==> src/design/rc4_pkg.sv <==
// Shared types and constants for the RC4 keystream engine.
// No dependencies; imported by rc4_stream_cipher.
`timescale 1ns / 1ps

package rc4_pkg;

  localparam int unsigned TableSize = 256;
  localparam int unsigned ByteW     = 8;
  localparam int unsigned IdxW      = 8;
  localparam int unsigned KeyLenW   = 5;
  localparam int unsigned KeyPosW   = 4;
  localparam int unsigned CfgIdxW   = 2;
  localparam int unsigned CfgDataW  = 64;

  typedef enum logic [1:0] {
    OP_KEY   = 2'd0,
    OP_DATA  = 2'd1,
    OP_CLEAR = 2'd2
  } op_e;

  typedef enum logic [CfgIdxW-1:0] {
    REG_KEY_LOW    = 2'd0,
    REG_KEY_HIGH   = 2'd1,
    REG_KEY_LENGTH = 2'd2
  } cfg_reg_e;

  typedef struct packed {
    logic [1:0]       op;
    logic [ByteW-1:0] data_in;
  } in_beat_t;

  typedef struct packed {
    logic [ByteW-1:0] data_out;
    logic             unkeyed;
  } out_beat_t;

endpackage

==> src/design/rc4_stream_cipher.sv <==
// RC4 keystream engine top level: sequencer, index registers, key registers.
// Depends on rc4_pkg and rc4_ram.
`timescale 1ns / 1ps
//
//  channel  | signals                              | direction
//  ---------+--------------------------------------+----------
//  in       | in_valid_i, in_stall_o, in_data_i    | sink
//  out      | out_valid_o, out_stall_i, out_data_o | source
//  cfg      | cfg_we_i, cfg_index_i, cfg_wdata_i   | sink
//
//  Data beat: six memory steps plus result load, from accept to next accept.
//  Key schedule beat: 256 fill writes, then the states KRD_N, KRD_J, KWR_N, KWR_J for
//  each entry on the one RAM port pair. Index clear and unused op: no result.
//  Data beat while unkeyed: no memory access.
//  The result sits in an output register, so the next beat is taken while it waits;
//  a new result waits in the sequencer until that register is free.

module rc4_stream_cipher #(
  parameter int unsigned MAX_KEY_BYTES = 16
) (
  input  logic                             clk_i,
  input  logic                             rst_ni,
  input  logic                             in_valid_i,
  output logic                             in_stall_o,
  input  rc4_pkg::in_beat_t                in_data_i,
  output logic                             out_valid_o,
  input  logic                             out_stall_i,
  output rc4_pkg::out_beat_t               out_data_o,
  input  logic                             cfg_we_i,
  input  logic [rc4_pkg::CfgIdxW-1:0]      cfg_index_i,
  input  logic [rc4_pkg::CfgDataW-1:0]     cfg_wdata_i
);

  import rc4_pkg::*;

  typedef enum logic [12:0] {
    ST_IDLE  = 13'b0000000000001,
    ST_FILL  = 13'b0000000000010,
    ST_KRD_N = 13'b0000000000100,
    ST_KRD_J = 13'b0000000001000,
    ST_KWR_N = 13'b0000000010000,
    ST_KWR_J = 13'b0000000100000,
    ST_DRD_I = 13'b0000001000000,
    ST_DRD_J = 13'b0000010000000,
    ST_DWR_I = 13'b0000100000000,
    ST_DWR_J = 13'b0001000000000,
    ST_DRD_K = 13'b0010000000000,
    ST_DXOR  = 13'b0100000000000,
    ST_OUT   = 13'b1000000000000
  } state_e;

  localparam logic [KeyLenW-1:0] MaxLen = KeyLenW'(MAX_KEY_BYTES);

  state_e state_q, state_d;

  logic [IdxW-1:0]     i_q, i_d, j_q, j_d, n_q, n_d;
  logic [KeyPosW-1:0]  kpos_q, kpos_d;
  logic                keyed_q, keyed_d;
  logic [ByteW-1:0]    si_q, si_d, sj_q, sj_d;
  logic [ByteW-1:0]    din_q, din_d;
  logic [ByteW-1:0]    res_q, res_d;
  logic                unk_q, unk_d;
  logic                out_valid_q;
  out_beat_t           out_q;

  logic [CfgDataW-1:0] key_low_q, key_high_q;
  logic [KeyLenW-1:0]  key_len_q;
  logic [KeyLenW-1:0]  eff_len;
  logic [2*CfgDataW-1:0] key_all;
  logic [ByteW-1:0]    key_byte;

  logic [ByteW-1:0]    add_a, add_b, add_c, add_sum;

  logic                ram_we;
  logic [IdxW-1:0]     ram_waddr, ram_raddr;
  logic [ByteW-1:0]    ram_wdata, ram_rdata;

  logic                in_accept, out_free;

  assign in_accept = in_valid_i && !in_stall_o;
  assign in_stall_o = (state_q != ST_IDLE);
  assign out_free = !out_valid_q || !out_stall_i;

  always_comb begin
    if (key_len_q == '0) begin
      eff_len = KeyLenW'(1);
    end else if (key_len_q > MaxLen) begin
      eff_len = MaxLen;
    end else begin
      eff_len = key_len_q;
    end
  end

  assign key_all  = {key_high_q, key_low_q};
  assign key_byte = key_all[{kpos_q, 3'b000} +: ByteW];

  // shared 8-bit adder for j and k updates
  assign add_sum = add_a + add_b + add_c;

  always_comb begin
    state_d   = state_q;
    i_d       = i_q;
    j_d       = j_q;
    n_d       = n_q;
    kpos_d    = kpos_q;
    keyed_d   = keyed_q;
    si_d      = si_q;
    sj_d      = sj_q;
    din_d     = din_q;
    res_d     = res_q;
    unk_d     = unk_q;
    add_a     = j_q;
    add_b     = ram_rdata;
    add_c     = '0;
    ram_we    = 1'b0;
    ram_waddr = n_q;
    ram_wdata = n_q;
    ram_raddr = n_q;

    case (state_q)
      ST_IDLE: begin
        if (in_accept) begin
          case (in_data_i.op)
            OP_KEY: begin
              n_d     = '0;
              kpos_d  = '0;
              j_d     = '0;
              i_d     = '0;
              state_d = ST_FILL;
            end
            OP_DATA: begin
              din_d = in_data_i.data_in;
              if (keyed_q) begin
                i_d     = i_q + IdxW'(1);
                state_d = ST_DRD_I;
              end else begin
                res_d   = '0;
                unk_d   = 1'b1;
                state_d = ST_OUT;
              end
            end
            OP_CLEAR: begin
              i_d = '0;
              j_d = '0;
            end
            default: ;
          endcase
        end
      end
      ST_FILL: begin
        ram_we = 1'b1;
        n_d    = n_q + IdxW'(1);
        if (n_q == '1) begin
          state_d = ST_KRD_N;
        end
      end
      ST_KRD_N: begin
        state_d = ST_KRD_J;
      end
      ST_KRD_J: begin
        add_c     = key_byte;
        j_d       = add_sum;
        si_d      = ram_rdata;
        ram_raddr = add_sum;
        state_d   = ST_KWR_N;
      end
      ST_KWR_N: begin
        sj_d      = ram_rdata;
        ram_we    = 1'b1;
        ram_wdata = ram_rdata;
        state_d   = ST_KWR_J;
      end
      ST_KWR_J: begin
        ram_we    = 1'b1;
        ram_waddr = j_q;
        ram_wdata = si_q;
        n_d       = n_q + IdxW'(1);
        if ({1'b0, kpos_q} + KeyLenW'(1) == eff_len) begin
          kpos_d = '0;
        end else begin
          kpos_d = kpos_q + KeyPosW'(1);
        end
        if (n_q == '1) begin
          keyed_d = 1'b1;
          i_d     = '0;
          j_d     = '0;
          state_d = ST_IDLE;
        end else begin
          state_d = ST_KRD_N;
        end
      end
      ST_DRD_I: begin
        ram_raddr = i_q;
        state_d   = ST_DRD_J;
      end
      ST_DRD_J: begin
        j_d       = add_sum;
        si_d      = ram_rdata;
        ram_raddr = add_sum;
        state_d   = ST_DWR_I;
      end
      ST_DWR_I: begin
        sj_d      = ram_rdata;
        ram_we    = 1'b1;
        ram_waddr = i_q;
        ram_wdata = ram_rdata;
        state_d   = ST_DWR_J;
      end
      ST_DWR_J: begin
        ram_we    = 1'b1;
        ram_waddr = j_q;
        ram_wdata = si_q;
        state_d   = ST_DRD_K;
      end
      ST_DRD_K: begin
        add_a     = si_q;
        add_b     = sj_q;
        ram_raddr = add_sum;
        state_d   = ST_DXOR;
      end
      ST_DXOR: begin
        res_d   = din_q ^ ram_rdata;
        unk_d   = 1'b0;
        state_d = ST_OUT;
      end
      ST_OUT: begin
        if (out_free) begin
          state_d = ST_IDLE;
        end
      end
      default: begin
        state_d = ST_IDLE;
      end
    endcase
  end

  always_ff @(posedge clk_i or negedge rst_ni) begin
    if (!rst_ni) begin
      state_q     <= ST_IDLE;
      i_q         <= '0;
      j_q         <= '0;
      keyed_q     <= 1'b0;
      out_valid_q <= 1'b0;
      key_low_q   <= '0;
      key_high_q  <= '0;
      key_len_q   <= KeyLenW'(16);
    end else begin
      state_q <= state_d;
      i_q     <= i_d;
      j_q     <= j_d;
      keyed_q <= keyed_d;
      if (state_q == ST_OUT && out_free) begin
        out_valid_q <= 1'b1;
      end else if (!out_stall_i) begin
        out_valid_q <= 1'b0;
      end
      if (cfg_we_i) begin
        case (cfg_index_i)
          REG_KEY_LOW:    key_low_q  <= cfg_wdata_i;
          REG_KEY_HIGH:   key_high_q <= cfg_wdata_i;
          REG_KEY_LENGTH: key_len_q  <= cfg_wdata_i[KeyLenW-1:0];
          default: ;
        endcase
      end
    end
  end

  always_ff @(posedge clk_i) begin
    n_q    <= n_d;
    kpos_q <= kpos_d;
    si_q   <= si_d;
    sj_q   <= sj_d;
    din_q  <= din_d;
    res_q  <= res_d;
    unk_q  <= unk_d;
    if (state_q == ST_OUT && out_free) begin
      out_q.data_out <= res_q;
      out_q.unkeyed  <= unk_q;
    end
  end

  assign out_valid_o = out_valid_q;
  assign out_data_o  = out_q;

  rc4_ram #(
    .WIDTH(ByteW),
    .DEPTH(TableSize)
  ) u_perm_ram (
    .clk_i   (clk_i),
    .we_i    (ram_we),
    .waddr_i (ram_waddr),
    .wdata_i (ram_wdata),
    .raddr_i (ram_raddr),
    .rdata_o (ram_rdata)
  );

  a_keyed_sticky: assert property (@(posedge clk_i) disable iff (!rst_ni)
    keyed_q |=> keyed_q)
    else $error("keyed flag dropped");

  a_unkeyed_zero: assert property (@(posedge clk_i) disable iff (!rst_ni)
    (out_valid_o && out_data_o.unkeyed) |-> (out_data_o.data_out == '0))
    else $error("unkeyed beat carries data");

  a_ks_end: assert property (@(posedge clk_i) disable iff (!rst_ni)
    (state_q == ST_KWR_J && n_q == '1) |=> (keyed_q && i_q == '0 && j_q == '0))
    else $error("key schedule end did not clear indices");

  a_no_write_idle: assert property (@(posedge clk_i) disable iff (!rst_ni)
    ram_we |-> (state_q != ST_IDLE && state_q != ST_OUT))
    else $error("table write outside a sequence");

  a_out_load: assert property (@(posedge clk_i) disable iff (!rst_ni)
    (state_q == ST_OUT && out_free) |=> (out_valid_q && state_q == ST_IDLE))
    else $error("result not loaded");

endmodule

==> src/design/rc4_ram.sv <==
// Generic single-write, single-read RAM with registered read data.
// No dependencies; used for the RC4 permutation store.
`timescale 1ns / 1ps

module rc4_ram #(
  parameter int unsigned WIDTH = 8,
  parameter int unsigned DEPTH = 256
) (
  input  logic                     clk_i,
  input  logic                     we_i,
  input  logic [$clog2(DEPTH)-1:0] waddr_i,
  input  logic [WIDTH-1:0]         wdata_i,
  input  logic [$clog2(DEPTH)-1:0] raddr_i,
  output logic [WIDTH-1:0]         rdata_o
);

  logic [WIDTH-1:0] mem_q [DEPTH];
  logic [WIDTH-1:0] rdata_q;

  always_ff @(posedge clk_i) begin
    if (we_i) begin
      mem_q[waddr_i] <= wdata_i;
    end
    rdata_q <= mem_q[raddr_i];
  end

  assign rdata_o = rdata_q;

endmodule

==> config.mk <==
export PLATFORM = sky130hd
export DESIGN_NAME = rc4_stream_cipher
export DESIGN_NICKNAME = d
export VERILOG_FILES = /design/src/design/rc4_pkg.sv /design/src/design/rc4_stream_cipher.sv /design/src/design/rc4_ram.sv
export SDC_FILE = /design/constraint.sdc
export NUM_CORES = 2
export LEC_CHECK = 0
export BUFFER_PORTS_ARGS = -buffer_cell sky130_fd_sc_hd__buf_2
export CELL_PAD_IN_SITES_DETAIL_PLACEMENT = 1
export CELL_PAD_IN_SITES_GLOBAL_PLACEMENT = 1
export CORE_UTILIZATION = 40
export CTS_BUF_LIST = sky130_fd_sc_hd__clkbuf_4
export DETAILED_ROUTE_END_ITERATION = 7
export PLACE_DENSITY = 0.68
export SYNTH_ARGS = -nofsm -noshare
export SYNTH_HDL_FRONTEND = slang
export SYNTH_HIERARCHICAL = 1
export SYNTH_SLANG_ARGS = --single-unit
==> constraint.sdc <==
create_clock -name clk_i -period 7.7 [get_ports clk_i]
set_input_delay 0.385 -clock clk_i [delete_from_list [all_inputs] [get_ports clk_i]]
set_output_delay 0.385 -clock clk_i [all_outputs]
set_load 0.005 [all_outputs]
### Word-level counts from Yosys, hierarchy flattened

Memories as Yosys holds them, arrays and structs flattened. A register that Yosys moved wholly into a read port is not among the register bits.
Cells that the tools add are included.

| word-level totals | value |
|---|---|
| bits in writable memories | 2,048 |
| register bits after elaboration | 218 |
| memories | 1 |
| logic and storage cells | 133 |
| input bits | 81 |

| cells by class | value |
|---|---|
| reduce and logical (&&, ||, !) cells | 31 |
| equality and inequality tests | 32 |
| $add $sub $neg | 6 |
| muxes and demuxes | 43 |
| $lt $le $gt $ge | 1 |
| shift operators | 1 |
| bitwise gates (word level) | 1 |

Memory list:

| memory | words | width | read ports | clocked after Yosys merged registers in | wr ports | line | RTL |
|---|---|---|---|---|---|---|---|
| u_perm_ram.mem_q | 256 | 8 | 1 | 1 | 1 | rc4_ram.sv:17 | `logic [WIDTH-1:0] mem_q [DEPTH];` |

Operators by type and width:

| cell | number |
|---|---|
| $pmux W13 S13 | 1 |
| $shiftx A128 B8 Y8 | 1 |
| $pmux W8 S2 | 7 |
| $mux W8 | 13 |
| $mux W13 | 4 |
| $pmux W13 S2 | 1 |
| $pmux W8 S3 | 1 |
| $add A8 B1 Y8 const B | 2 |
| $add A8 B8 Y8 | 2 |
| $eq A13 B1 Y1 const B | 1 |
| $eq A13 B10 Y1 const B | 1 |
| $eq A13 B11 Y1 const B | 1 |
| $eq A13 B12 Y1 const B | 1 |
| $eq A13 B13 Y1 const B | 1 |
| $eq A13 B2 Y1 const B | 1 |
| $eq A13 B3 Y1 const B | 1 |
| $eq A13 B4 Y1 const B | 1 |
| $eq A13 B5 Y1 const B | 1 |
| $eq A13 B6 Y1 const B | 1 |
| $eq A13 B7 Y1 const B | 1 |
| $eq A13 B8 Y1 const B | 1 |
| $eq A13 B9 Y1 const B | 1 |
| $ne A13 B1 Y1 const B | 1 |
| $mux W4 | 3 |
| 32 further kinds | 66 |

### Logic depth before layout (Yosys ltp)

| depth | value |
|---|---|
| depth after elaboration | 6 |
| gate-level depth with buffers | 27 |

### Cells and area by module

The synthesis kept the hierarchy.

By module, submodules not included:

| module | cells an instance | instances | area an instance (µm²) |
|---|---|---|---|
| rc4_ram | 3,733 | 1 | 79,556.3 |
| rc4_stream_cipher | 785 | 1 | 10,608.9 |

### Worst setup path after synthesis

No wires, ideal clock.

| timing | value |
|---|---|
| kind | flip-flop to flip-flop |
| start point | reg state_q[9] |
| end point | mem u_perm_ram.mem_q[0][5] (data pin) |
| slack | 1,760 ps |
| library setup time | 822 ps |
| arrival | 5,118 ps |
| period minus slack after synthesis | 5,940 ps |
| stages on the path, launching flop included | 8 |
| required time | 6,878 ps |
| cells stage by stage | dfrtp_1 -> or4_4 -> nor3_1 -> a21oi_1 -> nor4_2 -> clkbuf_1 -> a22oi_1 -> nand2_1 |

| on the way | value |
|---|---|
| longest elaborated chain between the ends | 3 |
| elaborated cells between the ends (all ways) | 7 |
| classes of those cells | eq/ne (4); mux (1); reduce/logical (2) |

Ends and longest elaborated chain:

| item | line | RTL |
|---|---|---|
| start, declared | rc4_stream_cipher.sv:54 | `state_e state_q, state_d;` |
| start signal, assigned | rc4_stream_cipher.sv:248 | `state_q <= state_d;` |
| $eq A13 B6 Y1, or another cell as far along | rc4_stream_cipher.sv:120 | `case (state_q)` |
| $reduce_or A2 Y1 (no line) | -- |  |
| $pmux W8 S2 * | rc4_stream_cipher.sv:120 |  |
| named net ram_wdata[5] | rc4_stream_cipher.sv:76 | `logic [ByteW-1:0] ram_wdata, ram_rdata;` |
| end, declared | rc4_ram.sv:17 |  |

Mark *: on every way through the listed nets, which the timed path passes. The rest lies on a longest branch.

### Worst setup path in the final report

| timing | value |
|---|---|
| start point | reg state_q[2] |
| end point | reg u_perm_ram.rdata_q[2], in the netlist u_perm_ram/rdata_o[2] (read register of u_perm_ram.mem_q) |

| on the way | value |
|---|---|
| longest elaborated chain between the ends | 5 |
| elaborated cells between the ends (all ways) | 11 |
| classes of those cells | add/sub (2); eq/ne (4); mux (4); reduce/logical (1) |

Ends and longest elaborated chain:

| item | line | RTL |
|---|---|---|
| $eq A13 B11 Y1 | rc4_stream_cipher.sv:120 |  |
| $mux W8 | rc4_stream_cipher.sv:120 |  |
| $add A8 B8 Y8 (2 in a row) | rc4_stream_cipher.sv:98 | `assign add_sum = add_a + add_b + add_c;` |
| $pmux W8 S2 * | rc4_stream_cipher.sv:120 |  |
| named net ram_raddr[2] | rc4_stream_cipher.sv:75 | `logic [IdxW-1:0] ram_waddr, ram_raddr;` |
| end, declared | rc4_ram.sv:18 | `logic [WIDTH-1:0] rdata_q;` |

Marked as above.
A chain may end at the register's enable or synchronous reset.

==> out/qor.yml <==
layout:
  fin_util_pct: 46.24
  mostFrequentLayoutCell: "edfxtp_1"
  final_cell_mix: "2102 x edfxtp_1, 853 x clkbuf_4, 493 x mux4_2, 318 x nor2_1, 173 x dlygate4sd3_1"
  finalNetCount: 5322
  fillers: 20930
  drive_above_1_share_pct: 31.77
  instances_no_fill: 8607
  syn_to_final_growth_pct: 14.45
drt:
  drt_iter0_markers: 4654
  vias_per_cell: 5.672
  postRouteAntennaNets: 0
  firstDrtPassIters: 5
  vias: 48820
  wirelength_um: 244800
  avgRoutedWirePerCell_um: 28.45
  drc_errors: 0
sta:
  finalCritPeriodShare_pct: 91.76
  relSlewSlack_pct: 15.18
  post-route-min-period_ps: 7065
  holdWs_ps: 190.4
  slew_viol_final: 0
  setup_viol: 0
  max_freq_mhz: 141.5
  hold_viol_final: 0
  fin_tns_setup_ps: 0
  fin_skew_ps: 110.1
  setup_slack_ps: 634.8
  rsz0062_at_grt: "false"
  tightest_slew_ps: 1263
floorplanning:
  core_area_mm2: 0.2232
  die_h_um: 476.8
  io_pins: 92
  rows: 173
  die_w_um: 476.8
  start_util_pct: 40.40
  die_area_mm2: 0.2273
synth:
  ys_ff_latch: 2274
  yosys.area.top_type: "edfxtp_1"
  synth-main-ff-cell: "edfxtp_1"
  ys_async_sr_fraction_pct: 7.212
  synth_edf_count: 2102
  synth_warnings: 6
  seq_area_frac_synth_pct: 74.74
  yosys-top-cells-area: "edfxtp_1 70%, mux4_2 12%, dfrtp_1 4.5%"
  synth.distinct_cells: 77
  netlist_area_mm2: 0.09017
  syn_nets: 4616
  avgSynthCellArea_um2: 19.96
  yosys.area.top_type_share_pct: 70.01
  syn_inst: 4518
global_route:
  grt_max_degree: 201
  overflow: 0
  grtUsageTotal_pct: 21.43
  antenna_found_initial: 11
  grt_pass1_vias: 51770
  grt_pass1_wl_um: 357800
clock_tree:
  clkTransAtPathRegs_ps: 70
  cts_buffers: 595
  ctsHtreeMaxLevel: 6
  postCtsSetupRepairBufs: 0
  insertion_delay_ps: 1420
  cts_tree: "done"
  clock-sinks: 2274
  cts_max_path_buffers: 4
  root_buffer: "clkbuf_4"
setup_path:
  critical_path.max_fanout: 32
  worst_setup_path_end_kind: "register"
  critical_path_class: "reg -> reg"
  crit_required_ps: 8890
  crit_path_start_kind: "register"
  critPathArrivalTime_ps: 8250
hold_path:
  hp-class: "in -> reg"
power:
  power.density_mw_per_mm2: 264.7
  peakVddDrop_mv: 0.1616
  power.leakage_nw: 33.82
place:
  place_hpwl_um: 149100
  gp_congestion: 0.8353
  dpl.cell_count: 7428
  pre_cts_slack_ps: 726.3
  port-buffer-count: 91
run_status:
  outcome: "completed"
flow_run:
  drv_cap: 0
stage by stage:
step,cell area (um2),power [W]
2_1_floorplan,90170,0.01608
5_1_grt,103200,0.02830
3_3_place_gp,94070,0.01702
4_1_cts,103200,0.02757
6_report,103200,0.02731
3_5_place_dp,94070,0.01709
timing repair:
action                    in CTS  in global routing
resized for setup              0                  0
hold buffers                 174                  0
hold endpoints to repair     357                  0
registers in the layout, indices dropped and copies added, names as in the netlist:
signal and cells:
key_high_q 64, si_q 8, din_q 8, unk_q 1, kpos_q 4, out_data_o 9, key_low_q 64, u_perm_ram/rdata_o 8
n_q 8, j_q 8, sj_q 8, key_len_q 5, i_q 8, keyed_q 1, u_perm_ram/mem_q 2048, res_q 8
out_valid_o 1, state_q 13
critical path, cell delays in order, from the launching register on:
cell and delay [ps]:
dfrtp_1 470, or4_4 660, nor2_1 230, nand4_1 150, buf_4 240, mux2i_1 220, fa_1 450, inv_1 70
ha_1 170, inv_1 70, fa_1 580, o211ai_1 110, buf_4 270, buf_4 300, or2b_1 1060, o221ai_1 370
o211ai_1 270, a21oi_1 90, nor4_1 970, nor4_2 120
kinds of logic after synthesis:
family,Yosys count,synth area share [%]
AO/OA/AOI/OAI,449,3.504
XOR/XNOR,36,0.3497
flip-flops,2274,74.74
adder cells (fa/ha/maj),17,0.3025
buffers and inverters,293,1.878
AND/OR/NAND/NOR,670,3.515
multiplexers,779,15.71
where the power goes:
part / leakage, nW / internal [W] / switching (W)
clock network: 4.39 / 0.00554 / 0.00487
logic: 8.44 / 0.00109 / 0.00177
registers: 21.0 / 0.0139 / 0.000166
per-layer routing:
metal	track usage, %	routed length [um]	part of all wire (%)
met2	34.26	118800	49
met3	4.282	18430	7.5
met1	28.90	99770	41
met5	0	51	0.021
met4	8.367	7816	3.2
final timing paths:
path / startpoint / endpoint / slack [ps] / cells past startpoint
setup / recovery: state_q[2]$_DFFE_PN0P_ / u_perm_ram/rdata_o[2]$_DFF_P_ / 630 / 19
hold / removal: in_valid_i / i_q[4]$_DFFE_PN0P_ / 190 / 6
setup reg to reg: state_q[2]$_DFFE_PN0P_ / u_perm_ram/rdata_o[2]$_DFF_P_ / 630 / 19
hold reg to reg: res_q[2]$_SDFFCE_PN0P_ / out_data_o[3]$_DFFE_PP_ / 400 / 0
max in group asynchronous: rst_ni / key_low_q[34]$_DFFE_PN0P_ / 6020 / 5
min in group asynchronous: rst_ni / state_q[0]$_DFFE_PN1P_ / 640 / 4
cell usage after synthesis (13+ instances only):
cell,n
nor2_1,321
a21oi_1,106
a22oi_1,152
edfxtp_1,2102
o211ai_1,17
a211oi_1,16
mux2_2,136
inv_1,18
nand4_1,14
buf_2,34
clkbuf_1,141
dfrtp_1,162
nand2b_1,13
nand2_1,115
xnor2_1,19
o221ai_1,46
nand3_1,43
o21ai_0,23
nor2b_1,36
mux2i_1,148
buf_4,27
nor4_1,25
mux4_2,493
nor3_1,32
o22ai_1,29
a221oi_1,13
buf_6,23
buf_1,28
xor2_1,17
buf_8,13
area by class of cell:
class / instances / area (um2) / share of cell area (%)
flip-flops and latches: 2274 / 67390 / 65.30
multi-input cells: 1951 / 21210 / 20.56
clock buffers: 853 / 6404 / 6.206
well taps: 2975 / 3722 / 3.607
repair buffers: 383 / 3432 / 3.326
clock inverters: 145 / 945.9 / 0.9167
inverters: 19 / 71.32 / 0.06911
diodes: 7 / 17.52 / 0.01698
(Power assumes the default switching activity.)
